## config.mk

```make
export PLATFORM = sky130hd
export DESIGN_NAME = entropy_health_tests_top
export DESIGN_NICKNAME = d
export VERILOG_FILES = /design/src/eht_pkg.sv /design/src/eht_rct.sv /design/src/eht_apt.sv /design/src/entropy_health_tests_top.sv
export SDC_FILE = /design/constraint.sdc
export NUM_CORES = 1
export LEC_CHECK = 0
export ABC_CLOCK_PERIOD_IN_PS = 4550
export BUFFER_PORTS_ARGS = -buffer_cell sky130_fd_sc_hd__buf_2
export CORE_ASPECT_RATIO = 1.75
export CORE_MARGIN = 2
export CORE_UTILIZATION = 45
export DETAILED_ROUTE_END_ITERATION = 7
export GPL_TIMING_DRIVEN = 0
export PLACE_DENSITY_LB_ADDON = 0.3
export SLEW_MARGIN = 25
export SYNTH_ARGS = -nofsm -noshare
export SYNTH_HDL_FRONTEND = slang
export SYNTH_HIERARCHICAL = 1
export SYNTH_SLANG_ARGS = --single-unit
export TNS_END_PERCENT = 30
```

## constraint.sdc

```tcl
create_clock -name clk -period 4.55 [get_ports clk]
set_input_delay 0.6825 -clock clk [delete_from_list [all_inputs] [get_ports clk]]
set_output_delay 0.6825 -clock clk [all_outputs]
set_load 0.01 [all_outputs]
```

## src/eht_pkg.sv

```systemverilog
// Shared types, constants and helpers for the entropy health test block.
`timescale 1ns / 1ps

package eht_pkg;

  localparam int unsigned CFG_DATA_W  = 16;
  localparam int unsigned CFG_INDEX_W = 2;
  localparam int unsigned COUNT_W     = 16;
  localparam int unsigned TOTAL_W     = 32;

  // Configuration register indexes
  typedef enum logic [CFG_INDEX_W-1:0] {
    CFG_RCT_CUTOFF = 2'd0,
    CFG_APT_CUTOFF = 2'd1,
    CFG_APT_WINDOW = 2'd2
  } cfg_reg_t;

  // Per-word outcome of the repetition count test
  typedef struct packed {
    logic               pass;
    logic [TOTAL_W-1:0] failure_total;
  } rct_res_t;

  // Per-word outcome of the adaptive proportion test
  typedef struct packed {
    logic               pass;
    logic [TOTAL_W-1:0] failure_total;
    logic [TOTAL_W-1:0] window_total;
  } apt_res_t;

  function automatic logic [COUNT_W-1:0] sat_inc16(input logic [COUNT_W-1:0] v);
    sat_inc16 = (&v) ? v : v + 1'b1;
  endfunction

  function automatic logic [TOTAL_W-1:0] sat_inc32(input logic [TOTAL_W-1:0] v);
    sat_inc32 = (&v) ? v : v + 1'b1;
  endfunction

endpackage

```

## src/eht_rct.sv

```systemverilog
// Repetition count test: run tracking, pass flag and saturating failure total.
`timescale 1ns / 1ps

module eht_rct #(
  parameter int unsigned SAMPLE_BITS = 32
) (
  input  logic                           clk,
  input  logic                           rst,
  input  logic                           step,
  input  logic [SAMPLE_BITS-1:0]         sample,
  input  logic [eht_pkg::COUNT_W-1:0]    cutoff,
  output eht_pkg::rct_res_t              res
);

  logic                          seen_any;
  logic [SAMPLE_BITS-1:0]        last_value;
  logic [eht_pkg::COUNT_W-1:0]   run_length;
  logic [eht_pkg::TOTAL_W-1:0]   failures;

  logic                          is_repeat;
  logic [eht_pkg::COUNT_W-1:0]   run_inc;
  logic [eht_pkg::COUNT_W-1:0]   run_length_next;
  logic [eht_pkg::TOTAL_W-1:0]   failures_next;
  logic                          pass;

  // Extend the run on a repeat, otherwise restart it at this word
  always_comb begin
    is_repeat       = seen_any && (sample == last_value);
    run_inc         = eht_pkg::sat_inc16(run_length);
    run_length_next = is_repeat ? run_inc : eht_pkg::COUNT_W'(1);
    pass            = !(is_repeat && (run_inc >= cutoff));
    failures_next   = pass ? failures : eht_pkg::sat_inc32(failures);
  end

  assign res.pass          = pass;
  assign res.failure_total = failures_next;

  // Advance test state once per word
  always_ff @(posedge clk) begin
    if (rst) begin
      seen_any   <= 1'b0;
      last_value <= '0;
      run_length <= '0;
      failures   <= '0;
    end else if (step) begin
      seen_any   <= 1'b1;
      last_value <= sample;
      run_length <= run_length_next;
      failures   <= failures_next;
    end
  end

endmodule

```

## src/eht_apt.sv

```systemverilog
// Adaptive proportion test: window tracking, pass flag and window totals.
`timescale 1ns / 1ps

module eht_apt #(
  parameter int unsigned SAMPLE_BITS = 32
) (
  input  logic                           clk,
  input  logic                           rst,
  input  logic                           step,
  input  logic [SAMPLE_BITS-1:0]         sample,
  input  logic [eht_pkg::COUNT_W-1:0]    cutoff,
  input  logic [eht_pkg::COUNT_W-1:0]    window,
  input  logic                           window_load,
  input  logic [eht_pkg::COUNT_W-1:0]    load_value,
  output eht_pkg::apt_res_t              res
);

  logic [SAMPLE_BITS-1:0]        reference;
  logic [eht_pkg::COUNT_W-1:0]   match_count;
  logic [eht_pkg::COUNT_W-1:0]   window_index;
  logic [eht_pkg::TOTAL_W-1:0]   window_total;
  logic [eht_pkg::TOTAL_W-1:0]   window_failures;

  logic                          new_window;
  logic                          pass;
  logic                          window_done;
  logic [eht_pkg::COUNT_W-1:0]   match_count_next;
  logic [eht_pkg::COUNT_W-1:0]   window_index_next;
  logic [eht_pkg::TOTAL_W-1:0]   window_total_next;
  logic [eht_pkg::TOTAL_W-1:0]   window_failures_next;
  logic [SAMPLE_BITS-1:0]        reference_next;

  // Start a window, or count a match and close the window at its end
  always_comb begin
    new_window           = window_index >= window;
    reference_next       = reference;
    match_count_next     = match_count;
    window_index_next    = window_index;
    window_total_next    = window_total;
    window_failures_next = window_failures;
    pass                 = 1'b1;
    window_done          = 1'b0;
    if (new_window) begin
      reference_next    = sample;
      match_count_next  = eht_pkg::COUNT_W'(1);
      window_index_next = eht_pkg::COUNT_W'(1);
    end else begin
      if (sample == reference) begin
        match_count_next = eht_pkg::sat_inc16(match_count);
      end
      pass              = !(match_count_next >= cutoff);
      window_index_next = eht_pkg::sat_inc16(window_index);
      window_done       = window_index_next >= window;
      if (window_done) begin
        window_total_next = eht_pkg::sat_inc32(window_total);
        if (!pass) begin
          window_failures_next = eht_pkg::sat_inc32(window_failures);
        end
      end
    end
  end

  assign res.pass          = pass;
  assign res.failure_total = window_failures_next;
  assign res.window_total  = window_total_next;

  // Hold window state; a window size write forces a fresh window
  always_ff @(posedge clk) begin
    if (rst) begin
      reference       <= '0;
      match_count     <= '0;
      window_index    <= '0;
      window_total    <= '0;
      window_failures <= '0;
    end else if (window_load) begin
      window_index    <= load_value;
    end else if (step) begin
      reference       <= reference_next;
      match_count     <= match_count_next;
      window_index    <= window_index_next;
      window_total    <= window_total_next;
      window_failures <= window_failures_next;
    end
  end

endmodule

```

## src/entropy_health_tests_top.sv

```systemverilog
// Top level of the entropy health tests: handshake, config and result register.
`timescale 1ns / 1ps

// Runs the repetition count test and the adaptive proportion test on a stream
// of raw noise samples, one sample word in and one result word out per sample.
// A new word can be taken every clock while out_ready drains the result register:
// each word is captured in an input register, tested by the compare and counter
// logic, and placed in the result register once that register is free, so the
// sustained rate is one word per cycle, limited only by out_ready.
// Only the low SAMPLE_WIDTH bits of a sample take part in the compares.
// The totals in each result are the running counts after that sample.
// Write the cutoff and window registers only while no word is in flight;
// writing the window length also restarts the adaptive proportion window.
module entropy_health_tests_top #(
  parameter int unsigned SAMPLE_WIDTH = 32
) (
  input  logic                                clk,
  input  logic                                rst,
  input  logic                                in_valid,
  output logic                                in_ready,
  input  logic [31:0]                         sample,
  output logic                                out_valid,
  input  logic                                out_ready,
  output logic                                credit,
  output logic                                rep_ok,
  output logic                                prop_ok,
  output logic [eht_pkg::TOTAL_W-1:0]         rct_failure_total,
  output logic [eht_pkg::TOTAL_W-1:0]         apt_failure_total,
  output logic [eht_pkg::TOTAL_W-1:0]         apt_window_total,
  input  logic                                cfg_we,
  input  logic [eht_pkg::CFG_INDEX_W-1:0]     cfg_index,
  input  logic [eht_pkg::CFG_DATA_W-1:0]      cfg_data
);

  localparam int unsigned STORE_W = (SAMPLE_WIDTH < 32) ? SAMPLE_WIDTH : 32;

  logic [eht_pkg::COUNT_W-1:0] rep_limit;
  logic [eht_pkg::COUNT_W-1:0] prop_limit;
  logic [eht_pkg::COUNT_W-1:0] prop_window_len;
  logic                        window_load;

  logic                        s1_valid;
  logic [STORE_W-1:0]          s1_sample;
  logic                        advance;

  eht_pkg::rct_res_t           rct_res;
  eht_pkg::apt_res_t           apt_res;

  // Decode configuration writes; unknown indexes are dropped
  always_ff @(posedge clk) begin
    if (rst) begin
      rep_limit       <= '0;
      prop_limit      <= '0;
      prop_window_len <= '0;
    end else if (cfg_we) begin
      case (eht_pkg::cfg_reg_t'(cfg_index))
        eht_pkg::CFG_RCT_CUTOFF: rep_limit       <= cfg_data;
        eht_pkg::CFG_APT_CUTOFF: prop_limit      <= cfg_data;
        eht_pkg::CFG_APT_WINDOW: prop_window_len <= cfg_data;
        default: ;
      endcase
    end
  end

  assign window_load = cfg_we && (eht_pkg::cfg_reg_t'(cfg_index) == eht_pkg::CFG_APT_WINDOW);

  // Move a word from the input register whenever the result register frees up
  assign advance  = s1_valid && (!out_valid || out_ready);
  assign in_ready = !s1_valid || advance;

  // Capture the incoming word
  always_ff @(posedge clk) begin
    if (rst) begin
      s1_valid <= 1'b0;
    end else if (in_ready) begin
      s1_valid <= in_valid;
    end
  end

  always_ff @(posedge clk) begin
    if (in_valid && in_ready) begin
      s1_sample <= sample[STORE_W-1:0];
    end
  end

  eht_rct #(
    .SAMPLE_BITS (STORE_W)
  ) u_rct (
    .clk    (clk),
    .rst    (rst),
    .step   (advance),
    .sample (s1_sample),
    .cutoff (rep_limit),
    .res    (rct_res)
  );

  eht_apt #(
    .SAMPLE_BITS (STORE_W)
  ) u_apt (
    .clk         (clk),
    .rst         (rst),
    .step        (advance),
    .sample      (s1_sample),
    .cutoff      (prop_limit),
    .window      (prop_window_len),
    .window_load (window_load),
    .load_value  (cfg_data),
    .res         (apt_res)
  );

  // Load the result register, drop it once taken
  always_ff @(posedge clk) begin
    if (rst) begin
      out_valid         <= 1'b0;
      credit            <= 1'b0;
      rep_ok            <= 1'b0;
      prop_ok           <= 1'b0;
      rct_failure_total <= '0;
      apt_failure_total <= '0;
      apt_window_total  <= '0;
    end else if (advance) begin
      out_valid         <= 1'b1;
      credit            <= rct_res.pass & apt_res.pass;
      rep_ok            <= rct_res.pass;
      prop_ok           <= apt_res.pass;
      rct_failure_total <= rct_res.failure_total;
      apt_failure_total <= apt_res.failure_total;
      apt_window_total  <= apt_res.window_total;
    end else if (out_ready) begin
      out_valid         <= 1'b0;
    end
  end

`ifndef SYNTHESIS
  // An empty result register must never block intake
  assert property (@(posedge clk) disable iff (rst) !out_valid |-> in_ready)
    else $error("input stalled with empty result register");

  // The repetition failure total only grows
  assert property (@(posedge clk) disable iff (rst)
    ##1 (rct_failure_total >= $past(rct_failure_total)))
    else $error("repetition failure total decreased");

  // A failed window is always a counted window
  assert property (@(posedge clk) disable iff (rst)
    apt_failure_total <= apt_window_total)
    else $error("window failures exceed completed windows");

  // A repetition failure shows in the running total
  assert property (@(posedge clk) disable iff (rst)
    (out_valid && !rep_ok) |-> (rct_failure_total != '0))
    else $error("repetition failure not counted");
`endif

endmodule

```

# == Word level (Yosys, flattened, before mapping) ==
# Cells that the tools add are included.
# totals
register_bits,358
output_inout_bits,101
# op_classes
add_sub_neg,6
magnitude_cmp,4
n_eq_ne,4
mux,20
bitwise_logic,3
reduce_logical,26
# ops
operator,n
$mux W32,7
$mux W16,10
$add A32 B1 Y32 const B,3
$reduce_and A32 Y1,3
$eq A32 B32 Y1,2
$ge A16 B16 Y1,4
$add A16 B1 Y16 const B,3
$reduce_and A16 Y1,3
$reduce_and A2 Y1,4
$reduce_and A3 Y1,2
$logic_and A1 B1 Y1,5
$logic_not A1 Y1,4
$reduce_bool A2 Y1,2
$mux W1,3
$eq A2 B1 Y1 const B,1
$eq A2 B2 Y1 const B,1
$logic_not A2 Y1,1
$logic_or A1 B1 Y1,2
$not A1 Y1,2
$and A1 B1 Y1,1

# == Logic depth before layout (Yosys ltp) ==
# Gate-level depths: netlist (run 1).
# depth
ltp_word,8
depth_mapped,21
depth_no_buf,17

# == Hierarchy ==
# The synthesis (run 1) kept the hierarchy.
# by_module_without_submodules
mod,n_inst,cells_each,area_per_inst_um2,seq_area_each_um2
eht_apt,1,1134,8896.0,2562.5
entropy_health_tests_top,1,706,6424.9,3943.8
eht_rct,1,632,5178.7,1621.6

# == Least setup slack after synthesis (run 1) ==
# No wires, ideal clock.
# synth_timing
path_type,register to register
from,reg s1_sample[17]
to,reg apt_failure_total[29] in the netlist's numbering
t_arrival_ns,4.140
t_required_ns,4.480
slack_ns,0.340
path_stages_with_launch,20
path_buffers,2
synth_period_minus_slack_ns,4.210
cell_sequence,edfxtp_1 xor2_1 nor4_1 nand4_1 or2_1 clkbuf_1 nor4_1 nand3_1 o21a_1 ha_1 and4_1 nand2_1 a2111oi_0 nand3b_1 nand4_1 buf_2 nor3_1 xor2_1 nand3_1 a21oi_1
# synth_rtl
item,line_no,rtl
from (decl),entropy_health_tests_top.sv:43,logic [STORE_W-1:0] s1_sample;
from (signal assigned),entropy_health_tests_top.sv:82,s1_sample <= sample[STORE_W-1:0];
to (signal assigned),entropy_health_tests_top.sv:127,apt_failure_total <= apt_res.failure_total;
to (decl),entropy_health_tests_top.sv:28,"output logic [eht_pkg::TOTAL_W-1:0] apt_failure_total,"

==> results of run 1 <==
==> report_power, final <==
group | switching (mW) | leakage [nW] | internal, mW
Clock | 1.45 | 0.662 | 1.97
Combinational | 0.617 | 5.47 | 0.328
Sequential | 0.0639 | 3.21 | 3.54
==> worst max path at each step <==
stage               slack (ns)                    end  depth (start not counted)     startpoint
floorplan                 0.34  apt_failure_total[29]                         19  s1_sample[17]
global placement         -1.26  apt_failure_total[29]                         19  s1_sample[17]
detailed placement       -1.30  apt_failure_total[29]                         19  s1_sample[17]
CTS                      -0.11  apt_failure_total[29]                         20   s1_sample[9]
global route             -0.19  apt_failure_total[17]                         22  s1_sample[17]
finish                   -0.03  apt_failure_total[17]                         22  s1_sample[17]
==> worst register-to-register path, cell delays in order (launching register included) <==
cell,delay [ns]
edfxtp_1,0.44
xor2_2,0.19
nor4_4,0.37
nand4_1,0.25
or2_4,0.34
clkbuf_16,0.17
nor4_4,0.28
nand3_1,0.11
o21a_1,0.15
ha_1,0.30
and4_4,0.24
nand2_4,0.06
a2111oi_4,0.25
nand3b_1,0.15
buf_6,0.14
nand4_1,0.11
buf_6,0.17
buf_6,0.13
buf_8,0.13
buf_4,0.13
xnor2_2,0.13
nand3_2,0.11
a21oi_2,0.16
==> logic make-up (layout without fill, tap and decap cells) <==
kind of cell	count (synthesis)	count (layout)	synth area share
other	0	3	0
AOI/OAI and AO/OA	486	486	0.1349
and+or+nand+nor	978	978	0.2396
xor gates and xnor gates	222	222	0.09485
muxes	85	85	0.04254
buffers and inverters	241	520	0.04895
adders and majority gates	70	70	0.04272
DFF	390	390	0.3965
==> cells in the final DEF, fill, tap and decap left out, types with 7 or more instances in the layout <==
cell type,instances
nor4_1,24
o21a_1,8
o211ai_1,8
ha_1,69
a21oi_2,17
o41ai_1,9
buf_1,12
nor2_4,19
nand4_1,65
nor2_1,191
a21oi_1,212
and3_1,28
mux2_2,16
inv_1,72
clkbuf_1,108
nor4_4,9
nand3_1,182
and4_1,17
and2_1,14
nor3b_1,14
nor2b_1,16
nand2_1,236
a31oi_1,7
o21ai_0,152
a32o_1,8
or2_2,12
edfxtp_1,32
mux2i_1,68
xor2_1,132
dfxtp_1,358
o31ai_1,7
buf_6,17
nor3_1,29
clkbuf_16,41
buf_2,177
buf_4,51
or4_1,20
or3_1,38
a221oi_1,17
xnor2_1,83
==> what timing repair did <==
action                                  in CTS  in global routing
setup buffers                               35                 18
gates cloned                                 3                  0
pin swaps                                   44                 47
endpoints found under the setup margin     121                160
gates resized for setup                     88                 96
==> flip-flops by register name, summed over array words and instances, names as in the netlist, 16 cells and up <==
name	cells
prop_window_len	16
u_rct/last_value	32
prop_limit	16
u_apt/reference	32
apt_failure_total	32
u_apt/window_total	32
rct_failure_total	32
apt_window_total	32
u_apt/match_count	16
u_rct/failures	32
u_apt/window_index	16
u_apt/window_failures	32
u_rct/run_length	16
rep_limit	16
s1_sample	32
==> metrics by stage <==
step           TNS, ns  hold slack [ns]  instances  power (mW)  cell area, um2
5_1_grt         -3.668           0.2592       3330       8.255           24600
6_report       -0.1014           0.2826       3331       7.970           24600
2_1_floorplan        0           0.4363       2472       4.173           20500
4_1_cts        -0.5060           0.2586       3313       7.950           24060
3_3_place_gp    -63.01           0.4439       3204       4.447           22000
3_5_place_dp    -65.66           0.4470       3205       4.466           22020
==> area by class of cell <==
| class | count | area share |
|---|---|---|
| multi-input combinational | 1841 | 0.4892 |
| sequential | 390 | 0.3304 |
| timing repair buffer | 212 | 0.05224 |
| clock buffer | 52 | 0.04511 |
| buffer | 163 | 0.03159 |
| tap | 577 | 0.02935 |
| inverter | 75 | 0.01144 |
| clock inverter | 18 | 0.01033 |
| antenna | 3 | 0.0003052 |
==> per-layer routing <==
metal	up-vias	track usage	routed length [um]
li1	9242	-	-
met1	8976	0.2686	22710
met2	572	0.4858	33120
met3	179	0.03469	2941
met4	8	0.1308	3478
met5	-	0	55
==> impl_metrics.toml, run 1 <==
[power]
max-vdd-ir-drop_mv = 0.3401
power_leakage_nw = 9.337
power_density_nw_per_um2 = 324.0

[cells_and_area]
post-route-util = 0.5454
multi_input_comb_area_um2 = 12040
drive_gt1_frac = 0.1679
area_growth_pct = 20.00
n_fill_cell = 4190
regArea_um2 = 8128
final_nets = 2847

[setup_path]
cp_max_fo = 6
path_cells = "xor2_2, nor4_4, nand4_1, or2_4, clkbuf_16, nor4_4, nand3_1, o21a_1, ha_1, and4_4, nand2_4, a2111oi_4, nand3b_1, buf_6, nand4_1, buf_6, buf_6, buf_8, buf_4, xnor2_2, nand3_2, a21oi_2"
cp.required_ns = 5.04
slowest_delay_ns = 0.44
r2r_setup_slack_ns = -0.03
cp_top_family = "simple AND/OR/NAND/NOR gates"
cpMostUsedCell = "buf_6"
arrival_ns = 5.08
startpoint_type = "register"
critical_path_class = "register to register"
endpoint_kind = "register"
worstReg2RegStart = "s1_sample[17]"
crit_buf_inv = 6
worstRegToRegCells = 22
slowest_stage = "edfxtp_1"
r2r_end = "apt_failure_total[17]"

[routing]
avgRoutedWirePerCell_um = 18.70
detail-route-antenna-nets = 0
drcViolationCount = 0
wirelength_um = 62300
routed_via_density = 5.697
dr.pass1.iters = 5
vias = 18980
drt-initial-drc-count = 1090

[floorplanning]
rows = 103
start_util = 0.4545
core_um2 = 45110
die_y_um = 286.4
dieArea_um2 = 47350
ios = 156
die_w_um = 165.3

[placed_design]
dpl.hpwl_um = 47050
pre_cts_ws_ns = -1.301
gp_congestion = 0.9274
portBuffers = 155

[logic_synthesis]
ys_seq_elements = 390
synth_edf_count = 32
yosysWarnings = 6
syn_nets = 2597
synth_cell_types = 74
synth_top_cell_by_area = "dfxtp_1"
synth_most_common_cell = "dfxtp_1"
synthCells = 2472
synth_top_area_frac = 0.3496
synth-seq-area-share = 0.3965
synth.avg_cell_area_um2 = 8.293
synthArstFlopShare = 0
synth_commonest_cells = "dfxtp_1, nand2_1, a21oi_1"
ys.flop_type = "dfxtp_1"
synth_top_cells_by_area = "dfxtp_1, xor2_1, a21oi_1"
syn-cell-area_um2 = 20500

[sta]
finalSetupViolCount = 6
hold_viol = 0
fin_crit_sh = 1.008
grt_setup_unrepaired = "yes"
period_minus_slack_ns = 4.584
fin_ws_ns = -0.03427
final_max_slew_viol_count = 0
max_slew_margin = 0.2502
skew_ns = 0.03336
tightest_slew_ns = 1.125
fmax_ghz = 0.2181

[min_path]
hold_class = "primary input to register"
hold_end = "s1_sample[24]"
whs_path_depth = 1
holdCritStartpoint = "sample[24]"

[cts]
cts_max_path_buffers = 3
cts-root-buf = "clkbuf_16"
cts.sinks = 390
clkTransAtPathRegs_ns = 0.07
cts_hold_buffers = 0
htree_levels = 2
clkLatencyLatePin_ns = 0.57
cts_tree = "built"
cts_buffers = 39

[status]
status = "finished, violations left"
failed_checks = "negative setup slack"

[global_route]
grt_antenna_before_repair = 7
grt_pass1_vias = 18390
grt_max_degree = 33
overflow = 0
grt_usage = 0.2557
grt_pass1_wl_um = 96230

[flow_run]
maxCapViolCount = 0
(Power assumes the default switching activity.)
==> run 2, diff against run 1 <==
ABC_CLOCK_PERIOD_IN_PS = 5900   (was 4550)
GPL_TIMING_DRIVEN = unset   (was 0)
clock period = 5.9 ns   (was 4.55 ns; I/O delays follow)
==> run 2 against run 1 <==
The run now ends clean. Combinational power shrank 40%. Worst hold slack better by 0.17 ns. Cell count is 6.1% lower. Register-to-register slack better by 0.78 ns. First-iteration DRC count is 34% higher. Highest routed layer unchanged.
==> impl_metrics.toml, run 2 (synthesized netlist as in run 1, its figures left out) <==
[min_path]
whs_path_depth = 2
holdCritStartpoint = "prop_window_len[10]"
hold_class = "register to register"
hold_end = "prop_window_len[10]"

[floorplanning]
die_y_um = 286.4
dieArea_um2 = 47350
start_util = 0.4545
rows = 103
ios = 156
die_w_um = 165.3
core_um2 = 45110

[global_route]
grt_usage = 0.2287
grt_pass1_wl_um = 88240
gr-usage-met1 = 0.2645
grt_antenna_before_repair = 2
grt_busiest_layer = "met2"
grt_pass1_vias = 17100
grt_max_degree = 118
met3_usage = 0.02963
grtUsageMet2 = 0.4157
overflow = 0

[setup_path]
worstReg2RegStart = "s1_sample[28]"
endpoint_kind = "register"
startpoint_type = "register"
arrival_ns = 5.63
cp.required_ns = 6.37
r2r_end = "apt_failure_total[28]"
critical_path_class = "register to register"
r2r_setup_slack_ns = 0.74
worstRegToRegCells = 17
cp_max_fo = 11

[power]
p_seq_frac = 0.479
max-vdd-ir-drop_mv = 0.2515
p_comb_frac = 0.097
power_density_nw_per_um2 = 255.9
internal_power_mw = 4.287
clockPowerShare = 0.424
power.switching_mw = 1.533
sw_frac_of_total = 0.2634
power_leakage_nw = 8.524

[cells_and_area]
final_nets = 2647
mostFrequentLayoutCell = "dfxtp_1"
post-route-util = 0.5043
num_antenna_cells = 0
drive_gt1_frac = 0.1125
mostFrequentLayoutCells = "dfxtp_1, nand2_1, a21oi_1, nor2_1, nand3_1"
area_growth_pct = 10.96

[placed_design]
dpl.hpwl_um = 39300
portBuffers = 155
gp_congestion = 0.8781

[cts]
cts_buffers = 39
cts-root-buf = "clkbuf_16"
clkTransAtPathRegs_ns = 0.06
cts_max_path_buffers = 3
cts_hold_buffers = 0
post_cts_resize_count = 0
cts_tree = "built"
cts_setup_buffers = 0
htree_levels = 2
clkLatencyLatePin_ns = 0.56
cts.sinks = 390

[routing]
detail-route-antenna-nets = 0
routed_via_density = 5.768
drt-initial-drc-count = 1466
drcViolationCount = 0
dr.pass1.iters = 5
avgRoutedWirePerCell_um = 17.82
vias = 18050
wirelength_um = 55760

[sta]
max_slew_margin = 0.3147
fmax_ghz = 0.1939
tightest_slew_ns = 1.028
fin_crit_sh = 0.8742
grt_setup_unrepaired = "no"
period_minus_slack_ns = 5.158
hold_viol = 0
finalSetupViolCount = 0
holdWs_ns = 0.4541
skew_ns = 0.02817
final_max_slew_viol_count = 0
tns_ns = 0

[status]
status = "finished, final reports clean"

[flow_run]
maxCapViolCount = 0
==> run 2: power by group through the flow <==
stage          Clock [mW]  Combinational [mW]  Sequential [mW]
2_1_floorplan           0               0.387             2.83
3_3_place_gp            0               0.555             2.84
3_5_place_dp            0               0.563             2.84
4_1_cts              2.53               0.565             2.78
5_1_grt              2.63               0.621             2.79
6_report             2.47               0.566             2.79
==> run 2: stage by stage <==
stage                     worst slack, ns  power, mW  area (um2)  std cells
final                              0.7425      5.820       22750       3129
after global placement             0.8027      3.393       21470       3057
after detailed placement           0.7905      3.406       21470       3057
after floorplan                     1.690      3.218       20500       2472
after CTS                          0.7680      5.879       22730       3128
after global routing               0.2683      6.042       22750       3129
==> run 2: cell type report <==
| cell class | count | area [um2] |
|---|---|---|
| clock buffer | 54 | 1114 |
| clock inverter | 17 | 146.4 |
| fill | 4331 | 22360 |
| inverter | 75 | 281.5 |
| multi-input combinational | 1841 | 11390 |
| sequential | 390 | 8129 |
| tap | 577 | 721.9 |
| timing repair buffer | 175 | 960.9 |
==> run 2: worst max path at each step <==
stage / start / to / slack (ns) / cells past startpoint
finish: s1_sample[28] / apt_failure_total[28] / 0.74 / 17
global placement: s1_sample[13] / apt_failure_total[28] / 0.80 / 17
CTS: s1_sample[0] / apt_failure_total[28] / 0.77 / 17
floorplan: s1_sample[17] / apt_failure_total[29] / 1.69 / 19
detailed placement: s1_sample[13] / apt_failure_total[28] / 0.79 / 17
global route: s1_sample[0] / apt_failure_total[28] / 0.27 / 17
==> run 2: layer usage <==
metal,share of wire,vias up
li1,-,8839
met1,0.40,8595
met2,0.51,481
met3,0.047,128
met5,0.00048,-
met4,0.043,4
==> run 2: critical path, stage by stage (launching register included) <==
cell and delay, ns:
edfxtp_1 0.45, xor2_1 0.17, nor4_1 0.36, nand4_1 0.26
or2_1 0.46, nor4_1 0.60, nand3_1 0.14, o21a_1 0.13
ha_1 0.28, and4_1 0.23, nand2_1 0.06, a2111oi_0 0.32
nand3b_1 0.31, nand3_1 0.39, nor4_1 0.45, xor2_1 0.18
nand3_1 0.09, a21oi_1 0.16
==> run 3, diff against run 2 <==
ABC_AREA = 1   (was unset)
CTS_CLUSTER_SIZE = 24   (was unset)
==> run 3 against run 2 <==
First-iteration DRC count is 2.1% lower. Clock power is 10% higher. Setup slack better by 0.60 ns. Via count increased by 35%. Combinational power increased by 130%. Total power rose by 21%. Clock-buffer cell count grew 4. Area after synthesis up 20%. Wire length grew 34%. Register-to-register slack gained 0.60 ns. Global-route usage up 3.3 points.
==> impl_metrics.toml, run 3 <==
[status]
status = "finished, final reports clean"

[setup_path]
critical_path_class = "register to register"
r2r_setup_slack_ns = 1.34
slowest_stage = "nor2_4"
worstRegToRegCells = 26
cp_top_family = "simple AND/OR/NAND/NOR gates"
slowest_delay_ns = 0.72
startpoint_type = "register"
worstReg2RegStart = "s1_sample[5]"
cp.required_ns = 6.37
cpMostUsedCell = "nand2_1"
r2r_end = "apt_failure_total[13]"
cp_max_fo = 41
endpoint_kind = "register"
crit_buf_inv = 4
cp.depth = 26
arrival_ns = 5.02

[cts]
clkLatencyLatePin_ns = 0.57
cts.sinks = 390
clkTransAtPathRegs_ns = 0.06
cts_hold_buffers = 0
cts_tree = "built"
cts-root-buf = "clkbuf_16"
cts_buffers = 40
htree_levels = 2
cts_max_path_buffers = 3
post_cts_resize_count = 0
cts_setup_buffers = 0

[routing]
drcViolationCount = 0
routed_via_density = 5.218
wl_met3_um = 3010
routed-wl-met2_um = 39370
wirelength_um = 74730
top_layer_used = "met5"
avgRoutedWirePerCell_um = 16.05
drt-initial-drc-count = 1435
met1_length_um = 27120
detail-route-antenna-nets = 0
dr.pass1.iters = 6
vias = 24300

[logic_synthesis]
synth_cell_types = 47
synth_commonest_cells = "nand2_1, nor2_1, inv_1"
synthAdderAreaFrac = 0.03552
synth_top_cells_by_area = "dfxtp_1, nand2_1, nor2_1"
yosysWarnings = 6
syn-cell-area_um2 = 24660
synth.avg_cell_area_um2 = 6.344
synth_compound_area_frac = 0.08500
syn_nets = 4012
synth_xor_area_frac = 0.01883
ys.flop_type = "dfxtp_1"
synth-seq-area-share = 0.3296
synth_top_family_by_area = "simple AND/OR/NAND/NOR gates"
synth_edf_count = 32
synth_top_cell_by_area = "dfxtp_1"
synthCells = 3887
ys_seq_elements = 390
synth_top_area_frac = 0.2907
synth_most_common_cell = "nand2_1"
synth-simple-area-share = 0.4176
synth.mux.area_fraction = 0
synthArstFlopShare = 0

[sta]
skew_ns = 0.02228
tightest_slew_ns = 0.9849
finalSetupViolCount = 0
hold_viol = 0
tns_ns = 0
fmax_ghz = 0.2195
fin_crit_sh = 0.7723
final_max_slew_viol_count = 0
grt_setup_unrepaired = "no"
max_slew_margin = 0.3434
period_minus_slack_ns = 4.556

[floorplanning]
dieArea_um2 = 56760
ios = 156
core_um2 = 54290
die_w_um = 181.0
start_util = 0.4542
rows = 113
die_y_um = 313.7

[cells_and_area]
final_nets = 4061
mostFrequentLayoutCell = "nand2_1"
area_growth_pct = 9.149
mostFrequentLayoutCells = "nand2_1, nor2_1, inv_1, dfxtp_1, nand3_1"
n_fill_cell = 5769
drive_gt1_frac = 0.1026

[placed_design]
portBuffers = 155
dpl.hpwl_um = 52610
gp_congestion = 0.9601

[power]
power.switching_mw = 2.204
p_comb_frac = 0.187
internal_power_mw = 4.840
power_mw = 7.045
power_density_nw_per_um2 = 261.8
p_seq_frac = 0.427
max-vdd-ir-drop_mv = 0.2187
power_leakage_nw = 12.88
clockPowerShare = 0.386
sw_frac_of_total = 0.3129

[global_route]
grt_antenna_before_repair = 2
grt_pass1_vias = 23570
overflow = 0
grt_max_degree = 155
grt_usage = 0.2615
grt_pass1_wl_um = 120000

[min_path]
holdCritStartpoint = "rct_failure_total[10]"
hold_end = "rct_failure_total[10]"
whs_path_depth = 2
hold_class = "register to register"

[flow_run]
maxCapViolCount = 0
## run 3: worst max path at each step
stage | slack (ns) | to | start
after floorplan | 2.66 | apt_failure_total[1] | s1_sample[24]
after global placement | 1.44 | apt_failure_total[1] | s1_sample[2]
after detailed placement | 1.37 | apt_failure_total[13] | s1_sample[5]
after CTS | 1.33 | apt_failure_total[1] | s1_sample[5]
after global routing | 0.86 | apt_failure_total[1] | s1_sample[1]
final | 1.34 | apt_failure_total[13] | s1_sample[5]
## run 3: cell families (layout without fill, tap and decap cells)
family,count (synthesis),after routing
XOR/XNOR,53,53
other,0,1
AO/OA/AOI/OAI,385,385
adder cells (fa/ha/maj),70,70
flip-flops,390,390
AND/OR/NAND/NOR,2331,2331
buffers and inverters,658,737
## run 3: layer usage
metal,global-route usage,vias to the layer above
met5,0,-
met4,0.1729,4
met3,0.03209,231
met2,0.5021,613
met1,0.2624,11070
li1,-,12390
## run 3: worst min-delay path: stages, from the launching register on
cell     delay [ns]
dfxtp_1        0.32
nor2_1         0.04
nor2_1         0.08
## run 3: final cells by class
| class | count | area (um2) | area share |
|---|---|---|---|
| diodes | 1 | 2.502 | 0.00009298 |
| clock buffers | 58 | 1191 | 0.04426 |
| clock inverters | 14 | 187.7 | 0.006974 |
| inverters | 492 | 1858 | 0.06904 |
| multi-input cells | 2839 | 13750 | 0.5109 |
| flip-flops and latches | 390 | 8132 | 0.3021 |
| well taps | 690 | 863.3 | 0.03208 |
| repair buffers | 173 | 929.6 | 0.03454 |
## run 3: stage by stage
stage               std cells    util  hold WS (ns)  setup slack, ns  instance area (um2)
finish                   4657  0.4957        0.4727            1.344                26910
global route             4656  0.4957        0.4771           0.8623                26910
CTS                      4656  0.4957        0.4636            1.335                26910
detailed placement       4584  0.4703        0.4655            1.369                25530
global placement         4584  0.4703        0.4573            1.443                25530
floorplan                3887       -        0.4412            2.658                24660
## run 3: power by group through the flow
stage / sequential (mW) / clock, mW / combinational, mW
5_1_grt: 3.03 / 2.88 / 1.48
6_report: 3.00 / 2.72 / 1.32
4_1_cts: 3.00 / 2.79 / 1.32
2_1_floorplan: 3.04 / 0 / 0.967
3_5_place_dp: 3.06 / 0 / 1.31
3_3_place_gp: 3.06 / 0 / 1.30
